$ cat src/hw/rtl/rfbp_pkg.sv
// ----------------------------------------------------------------------------
// RFB server stream parser package
// Shared types, message codes and field offsets of the parser.
// ----------------------------------------------------------------------------
package rfbp_pkg;

  typedef enum logic [3:0] {
    PH_TYPE,
    PH_FBU,
    PH_RECT,
    PH_RAW,
    PH_COPY,
    PH_CMAP,
    PH_CUT,
    PH_SKIP,
    PH_HALT
  } phase_e;

  typedef enum logic [1:0] {
    KIND_PIXEL = 2'd0,
    KIND_COPY  = 2'd1,
    KIND_EMPTY = 2'd2,
    KIND_ERROR = 2'd3
  } kind_e;

  localparam logic [7:0] MSG_FBU  = 8'd0;
  localparam logic [7:0] MSG_CMAP = 8'd1;
  localparam logic [7:0] MSG_BELL = 8'd2;
  localparam logic [7:0] MSG_CUT  = 8'd3;

  localparam logic [31:0] ENC_RAW  = 32'd0;
  localparam logic [31:0] ENC_COPY = 32'd1;

  localparam logic ERR_MSG_TYPE = 1'b0;
  localparam logic ERR_ENCODING = 1'b1;

  localparam int RECT_HDR_BYTES = 12;
  localparam int CMAP_HDR_BYTES = 5;
  localparam int CUT_HDR_BYTES  = 7;

  localparam logic [3:0] IDX_FBU_COUNT = 4'd2;
  localparam logic [3:0] IDX_RECT_X    = 4'd1;
  localparam logic [3:0] IDX_RECT_Y    = 4'd3;
  localparam logic [3:0] IDX_RECT_W    = 4'd5;
  localparam logic [3:0] IDX_RECT_H    = 4'd7;
  localparam logic [3:0] IDX_RECT_ENC  = 4'(RECT_HDR_BYTES - 1);
  localparam logic [3:0] IDX_COPY_SRC  = 4'd3;
  localparam logic [3:0] IDX_CMAP_CNT  = 4'(CMAP_HDR_BYTES - 1);
  localparam logic [3:0] IDX_CUT_LEN   = 4'(CUT_HDR_BYTES - 1);

  // Output word layout.
  localparam int M_DATA_W    = 120;
  localparam int ROW_END_BIT = 112;
  localparam int ERR_BIT     = 113;

  typedef struct packed {
    kind_e       kind;
    logic [15:0] pos_x;
    logic [15:0] pos_y;
    logic [15:0] pixel_value;
    logic [15:0] rect_width;
    logic [15:0] rect_height;
    logic [15:0] source_x;
    logic [15:0] source_y;
    logic        row_end;
    logic        update_end;
    logic        error_code;
  } result_t;

endpackage

$ cat src/hw/rtl/rfb_server_stream_parser_top.sv
// ----------------------------------------------------------------------------
// RFB server stream parser
// Parses the server-to-client stream of the remote framebuffer protocol.
// ----------------------------------------------------------------------------
// The parser takes one byte word in every cycle unless the result side stalls,
// and gives at most one result word per byte. The byte is held in the input
// register, the parse state is updated once per byte as it leaves, and the
// result is held in the result register. Raw pixels come out once per two bytes,
// copy rectangles once their source coordinates arrive, and an update with no
// rectangles gives one word of its own. After an error word the parser ignores
// all input until reset. A stalled result word holds the input side only once
// the input register is also full.
module rfb_server_stream_parser_top import rfbp_pkg::*; (
  input  logic                clk_i,
  input  logic                rst_ni,
  input  logic                s_axis_tvalid,
  output logic                s_axis_tready,
  // data_byte
  input  logic [7:0]          s_axis_tdata,
  output logic                m_axis_tvalid,
  input  logic                m_axis_tready,
  // pos_x, pos_y, pixel_value, rect_width, rect_height, source_x, source_y,
  // row_end, error_code, zero fill
  output logic [M_DATA_W-1:0] m_axis_tdata,
  // kind
  output logic [1:0]          m_axis_tuser,
  // update_end
  output logic                m_axis_tlast
);

  logic       in_valid_q, in_valid_d;
  logic [7:0] in_byte_q;
  logic       advance;
  logic       out_valid_q, out_valid_d;
  result_t    out_res_q;
  logic       core_valid;
  result_t    core_res;

  assign advance       = !out_valid_q || m_axis_tready;
  assign s_axis_tready = !in_valid_q || advance;

  always_comb begin
    in_valid_d = in_valid_q;
    if (s_axis_tvalid && s_axis_tready) begin
      in_valid_d = 1'b1;
    end else if (advance) begin
      in_valid_d = 1'b0;
    end
    out_valid_d = out_valid_q;
    if (advance) begin
      out_valid_d = core_valid;
    end
  end

  rfbp_core u_core (
    .clk_i       (clk_i),
    .rst_ni      (rst_ni),
    .byte_valid_i(in_valid_q && advance),
    .byte_i      (in_byte_q),
    .res_valid_o (core_valid),
    .res_o       (core_res)
  );

  always_ff @(posedge clk_i or negedge rst_ni) begin
    if (!rst_ni) begin
      in_valid_q  <= 1'b0;
      out_valid_q <= 1'b0;
    end else begin
      in_valid_q  <= in_valid_d;
      out_valid_q <= out_valid_d;
    end
  end

  always_ff @(posedge clk_i) begin
    if (s_axis_tvalid && s_axis_tready) begin
      in_byte_q <= s_axis_tdata;
    end
    if (advance && core_valid) begin
      out_res_q <= core_res;
    end
  end

  assign m_axis_tvalid = out_valid_q;
  assign m_axis_tuser  = out_res_q.kind;
  assign m_axis_tlast  = out_res_q.update_end;
  assign m_axis_tdata  = {6'd0, out_res_q.error_code, out_res_q.row_end,
                          out_res_q.source_y, out_res_q.source_x,
                          out_res_q.rect_height, out_res_q.rect_width,
                          out_res_q.pixel_value, out_res_q.pos_y, out_res_q.pos_x};

endmodule

$ cat src/hw/rtl/rfbp_core.sv
// ----------------------------------------------------------------------------
// RFB server stream parser core
// Holds the parse state and turns one registered byte into at most one result.
// ----------------------------------------------------------------------------
module rfbp_core import rfbp_pkg::*; (
  input  logic       clk_i,
  input  logic       rst_ni,
  input  logic       byte_valid_i,
  input  logic [7:0] byte_i,
  output logic       res_valid_o,
  output result_t    res_o
);

  phase_e      phase_q, phase_d;
  logic [3:0]  idx_q, idx_d;
  logic [31:0] shift_q, shift_d;
  logic [15:0] rects_q, rects_d;
  logic [15:0] hx_q, hx_d, hy_q, hy_d, hw_q, hw_d, hh_q, hh_d;
  logic [15:0] col_q, col_d, row_q, row_d;
  logic [7:0]  low_q, low_d;
  logic [31:0] skip_q, skip_d;

  logic [31:0] shift_in;
  logic [15:0] rects_dec;
  logic        last_col, last_row;
  logic [18:0] cmap_bytes;
  logic        enter_en;
  phase_e      enter_ph;
  logic        res_valid;
  result_t     res;

  assign shift_in   = {shift_q[23:0], byte_i};
  assign rects_dec  = rects_q - 16'd1;
  assign last_col   = ({1'b0, col_q} + 17'd1) == {1'b0, hw_q};
  assign last_row   = ({1'b0, row_q} + 17'd1) == {1'b0, hh_q};
  assign cmap_bytes = {1'b0, shift_in[15:0], 2'b00} + {2'b00, shift_in[15:0], 1'b0};

  always_comb begin
    phase_d   = phase_q;
    idx_d     = idx_q + 4'd1;
    shift_d   = shift_in;
    rects_d   = rects_q;
    hx_d      = hx_q;
    hy_d      = hy_q;
    hw_d      = hw_q;
    hh_d      = hh_q;
    col_d     = col_q;
    row_d     = row_q;
    low_d     = low_q;
    skip_d    = skip_q;
    enter_en  = 1'b0;
    enter_ph  = phase_q;
    res_valid = 1'b0;
    res       = '0;

    case (phase_q)
      PH_TYPE: begin
        enter_en = 1'b1;
        case (byte_i)
          MSG_FBU:  enter_ph = PH_FBU;
          MSG_CMAP: enter_ph = PH_CMAP;
          MSG_BELL: enter_ph = PH_TYPE;
          MSG_CUT:  enter_ph = PH_CUT;
          default: begin
            enter_ph       = PH_HALT;
            res_valid      = 1'b1;
            res.kind       = KIND_ERROR;
            res.error_code = ERR_MSG_TYPE;
          end
        endcase
      end
      PH_FBU: begin
        if (idx_q == IDX_FBU_COUNT) begin
          rects_d  = shift_in[15:0];
          enter_en = 1'b1;
          if (shift_in[15:0] == 16'd0) begin
            enter_ph       = PH_TYPE;
            res_valid      = 1'b1;
            res.kind       = KIND_EMPTY;
            res.update_end = 1'b1;
          end else begin
            enter_ph = PH_RECT;
          end
        end
      end
      PH_RECT: begin
        if (idx_q == IDX_RECT_X) begin
          hx_d = shift_in[15:0];
        end else if (idx_q == IDX_RECT_Y) begin
          hy_d = shift_in[15:0];
        end else if (idx_q == IDX_RECT_W) begin
          hw_d = shift_in[15:0];
        end else if (idx_q == IDX_RECT_H) begin
          hh_d = shift_in[15:0];
        end else if (idx_q == IDX_RECT_ENC) begin
          enter_en = 1'b1;
          if (shift_in == ENC_RAW) begin
            col_d = '0;
            row_d = '0;
            if (hw_q == 16'd0 || hh_q == 16'd0) begin
              rects_d  = rects_dec;
              enter_ph = (rects_dec == 16'd0) ? PH_TYPE : PH_RECT;
            end else begin
              enter_ph = PH_RAW;
            end
          end else if (shift_in == ENC_COPY) begin
            enter_ph = PH_COPY;
          end else begin
            enter_ph       = PH_HALT;
            res_valid      = 1'b1;
            res.kind       = KIND_ERROR;
            res.error_code = ERR_ENCODING;
          end
        end
      end
      PH_RAW: begin
        if (!idx_q[0]) begin
          low_d = byte_i;
        end else begin
          res_valid       = 1'b1;
          res.kind        = KIND_PIXEL;
          res.pos_x       = hx_q + col_q;
          res.pos_y       = hy_q + row_q;
          res.pixel_value = {byte_i, low_q};
          res.row_end     = last_col;
          res.update_end  = last_col && last_row && (rects_q == 16'd1);
          idx_d           = '0;
          if (last_col) begin
            col_d = '0;
            row_d = row_q + 16'd1;
            if (last_row) begin
              rects_d  = rects_dec;
              enter_en = 1'b1;
              enter_ph = (rects_dec == 16'd0) ? PH_TYPE : PH_RECT;
            end
          end else begin
            col_d = col_q + 16'd1;
          end
        end
      end
      PH_COPY: begin
        if (idx_q == IDX_COPY_SRC) begin
          res_valid       = 1'b1;
          res.kind        = KIND_COPY;
          res.pos_x       = hx_q;
          res.pos_y       = hy_q;
          res.rect_width  = hw_q;
          res.rect_height = hh_q;
          res.source_x    = shift_in[31:16];
          res.source_y    = shift_in[15:0];
          res.update_end  = rects_q == 16'd1;
          rects_d         = rects_dec;
          enter_en        = 1'b1;
          enter_ph        = (rects_dec == 16'd0) ? PH_TYPE : PH_RECT;
        end
      end
      PH_CMAP: begin
        if (idx_q == IDX_CMAP_CNT) begin
          skip_d   = {13'd0, cmap_bytes};
          enter_en = 1'b1;
          enter_ph = (cmap_bytes == 19'd0) ? PH_TYPE : PH_SKIP;
        end
      end
      PH_CUT: begin
        if (idx_q == IDX_CUT_LEN) begin
          skip_d   = shift_in;
          enter_en = 1'b1;
          enter_ph = (shift_in == 32'd0) ? PH_TYPE : PH_SKIP;
        end
      end
      PH_SKIP: begin
        skip_d = skip_q - 32'd1;
        if (skip_d == 32'd0) begin
          enter_en = 1'b1;
          enter_ph = PH_TYPE;
        end
      end
      default: begin
        enter_en = 1'b1;
        enter_ph = PH_HALT;
      end
    endcase

    if (enter_en) begin
      phase_d = enter_ph;
      idx_d   = '0;
      shift_d = '0;
    end
  end

  assign res_valid_o = byte_valid_i && res_valid;
  assign res_o       = res;

  always_ff @(posedge clk_i or negedge rst_ni) begin
    if (!rst_ni) begin
      phase_q <= PH_TYPE;
      idx_q   <= '0;
      shift_q <= '0;
      rects_q <= '0;
      hx_q    <= '0;
      hy_q    <= '0;
      hw_q    <= '0;
      hh_q    <= '0;
      col_q   <= '0;
      row_q   <= '0;
      low_q   <= '0;
      skip_q  <= '0;
    end else if (byte_valid_i) begin
      phase_q <= phase_d;
      idx_q   <= idx_d;
      shift_q <= shift_d;
      rects_q <= rects_d;
      hx_q    <= hx_d;
      hy_q    <= hy_d;
      hw_q    <= hw_d;
      hh_q    <= hh_d;
      col_q   <= col_d;
      row_q   <= row_d;
      low_q   <= low_d;
      skip_q  <= skip_d;
    end
  end

endmodule

$ cat config.mk
export PLATFORM = sky130hd
export DESIGN_NAME = rfb_server_stream_parser_top
export DESIGN_NICKNAME = d
export VERILOG_FILES = /design/src/hw/rtl/rfbp_pkg.sv /design/src/hw/rtl/rfb_server_stream_parser_top.sv /design/src/hw/rtl/rfbp_core.sv
export SDC_FILE = /design/constraint.sdc
export NUM_CORES = 1
export LEC_CHECK = 0
export BUFFER_PORTS_ARGS = -buffer_cell sky130_fd_sc_hd__buf_2
export CAP_MARGIN = 20
export CORE_UTILIZATION = 61
export CTS_CLUSTER_SIZE = 24
export DETAILED_ROUTE_END_ITERATION = 16
export HOLD_SLACK_MARGIN = 0.02
export PLACE_DENSITY = 0.92
export SYNTH_ARGS = -nofsm -noshare
export SYNTH_HDL_FRONTEND = slang
export SYNTH_SLANG_ARGS = --single-unit
$ cat constraint.sdc
create_clock -name clk_i -period 6.1 [get_ports clk_i]
set_input_delay 0.915 -clock clk_i [delete_from_list [all_inputs] [get_ports clk_i]]
set_output_delay 0.915 -clock clk_i [all_outputs]
set_load 0.05 [all_outputs]
==> metrics <==
status finished clean; cts repair resizes 0; most used routing layer met2; Clock transition at path regs around 60 ps; M2 GR Usage between 50 and 60%; setup TNS 0 ps; GRT Residual Overflow 0; count leader, synth dfrtp_1; hold path startpoint u_core.low_q[5]; Synth Register Bits approximately 310; Crit Path Max Fanout 23; number of global-route vias before repair about 15000; Final nets ~2000; post-route clock period utilization about two thirds; RSZ-0062 raised after global routing no; Hold Path End u_core.low_q[5]; H-tree lvl count 2; met1 Use GR 46.6%; Final Critical Period between 4000 and 5000 ps; share of cells above drive strength 1 about 15%; Setup Viol. Count Final 0; Worst Setup Slack, final 1930 ps; Port Buffer Count 130; Clock Skews around 12 ps; pwr dens roughly 400 mW/mm^2; Total Die Area between 0.02 and 0.03 sq mm; register area share after synthesis roughly 47%; top_reg_cell synth dfrtp_1; clk root buf clkbuf_16; Maximum Capacitance Violations 0; Worst setup SP type register; Hold-fix buffers, CTS 0; GRT Overall Usage between 30 and 40%; f_max 240 MHz; Synth Warn # 0; Slew headroom a little under a third; Area contributors post-synth dfrtp_1 (26%), edfxtp_1 (21%), o21ai_0 (5.0%), ha_1 (4.8%), nand2_1 (3.8%); reg2reg start in_byte_q[5]; Synth Area per Inst between 9 and 10 sq um; placed wire-length estimate between 30 and 40 mm; Worst Reg-to-Reg Cells 11; Starting Density between 60 and 70%; CTS buffer count 34; Post-CTS Setup Repair Bufs 0; antenna violations before repair 1; Req. time, crit path about 6500 ps; CTS tree yes; clk buf depth 3; Synth cell types 89; reg2reg setup slack between 1500 and 2000 ps; fin. max-slew vios 0; Routed WL approximately 53 mm; LEAKAGE between 8 and 9 nW; post-synth top area share 26.1%; Final ANT Viol Nets 0; die height between 150 and 200 um; leading area contributor after synthesis dfrtp_1; number of enable flip-flop cells after synthesis approximately 130; largest net degree at the start of global routing between 100 and 150; First-pass DRT Iterations 8; Tightest Hold Check Type register to register; Post-Syn Area between 0.015 and 0.02 sq mm; Skew-Pair Late Insertion Delay between 500 and 600 ps; Syn Inst Count approximately 1800; Avg WL per Cell approximately 23 um; Fin. Hold Viols 0; via count ~16000; Setup WS pre-CTS 1990 ps; residual DRC count 0; VDD IR max approximately 0.00018 V; row count a little over 60; total core area 0.0287 sq mm; initial drt markers a little over 2000; Chip Width 173 um; Hold Path Depth 2; element type at the critical path end register; I/O pins 137; Core Util, Final approximately 70%; CP Class register to register; synth cell count leaders dfrtp_1 (186), o21ai_0 (180), nand2_1 (179); Async S/R FF share, synth between 50% and 60%; Placer Congestion 1.01; GR Util met3 between 7 and 8%; measured slew at the worst slew-check pin 1050 ps; global-route wire length before repair just over 80 mm; Worst EP arrival 4560 ps; reg2reg end u_core.row_q[12]; Via density 6.70; Clock Sinks 311; P&R area growth vs syn 11.2%
layout make-up:
class / count / area, sq um
antenna: 1 / 2.50
clock inverter: 13 / 170
clock buffer: 48 / 965
tap: 384 / 480
timing repair buffer: 152 / 842
multi-input combinational: 1368 / 8780
sequential: 311 / 8410
inverter: 51 / 191
fill: 2061 / 8860
cells in the final DEF, fill, tap and decap left out, types with 7 or more instances in the layout:
cell type and instances:
dfrtp_1 185, o21ai_0 180, nand2_1 179, nor2_1 145
buf_2 129, edfxtp_1 125, a21oi_1 103, ha_1 68
and2_1 61, xnor2_1 61, inv_1 50, mux2_2 49
nor3_1 39, nand3_1 38, xor2_1 36, clkbuf_16 35
o31ai_1 31, nor4_1 28, nand4_1 25, a211oi_1 23
a21o_1 22, buf_4 21, and3_1 20, or3_1 20
o22ai_1 17, a31oi_1 15, nand2b_1 14, a22o_1 12
and4_1 10, o21a_1 9, or4_1 9, clkbuf_1 9
o21bai_1 8, nor2b_1 8, mux2i_1 7, o21ai_1 7
nor3_2 7, clkinv_2 7
worst max path at each step:
stage,slack [ps],cells past startpoint,end,from
2_1_floorplan,1260,4,m_axis_tdata[0],u_core.idx_q[2]
3_3_place_gp,2040,8,u_core.row_q[8],m_axis_tready
3_5_place_dp,1990,8,u_core.row_q[8],m_axis_tready
4_1_cts,2090,11,u_core.row_q[7],in_byte_q[5]
5_1_grt,1730,11,u_core.row_q[8],in_byte_q[5]
6_report,1930,11,u_core.row_q[12],in_byte_q[5]
worst max-delay path, cell delays in order (launching register included):
cell and delay (ps):
edfxtp_1 660, inv_1 330, ha_1 210, nand3_1 150
nor2_1 170, nand2_1 130, or2_2 360, o31ai_1 200
nand2_1 490, nand2b_2 550, or2_1 490, o41ai_1 310
power by group:
| part | total [mW] | switching [mW] | leakage [nW] | internal, mW |
|---|---|---|---|---|
| sequential | 3.28 | 0.679 | 3.77 | 2.60 |
| combinational | 2.69 | 1.69 | 4.30 | 0.999 |
| clock | 2.12 | 0.846 | 0.564 | 1.28 |
through the flow:
stage	hold slack (ps)	power [mW]	instance area, sq um	cells
finish	507	8.09	19800	2328
global route	520	8.42	19800	2327
CTS	501	7.97	19800	2326
detailed placement	469	5.83	18700	2265
global placement	459	5.70	18700	2265
floorplan	442	5.01	17900	1840
cells by family after synthesis:
| family | synth area share [%] |
|---|---|
| simple gates | 18.5 |
| compound gates | 17.1 |
| flops | 47.1 |
| buf+inv | 3.91 |
| xor+xnor | 4.76 |
| fa+ha+maj | 5.11 |
| mux | 3.49 |
| other cells | 0.0210 |
sequential cells by signal, summed over array words and instances (netlist names):
name            count
in_byte_q           8
in_valid_q          1
m_axis_tdata      114
m_axis_tlast        1
m_axis_tuser        2
m_axis_tvalid       1
u_core.col_q       16
u_core.hh_q        16
u_core.hw_q        16
u_core.hx_q        16
u_core.hy_q        16
u_core.idx_q        4
u_core.low_q        8
u_core.phase_q      4
u_core.rects_q     16
u_core.row_q       16
u_core.shift_q     24
u_core.skip_q      32
layer usage:
metal,part of all wire [%],routed length (um)
met5,0,0
met4,4.8,2510
met3,12,6110
met2,46,24000
met1,38,20000
(Power assumes the default switching activity.)
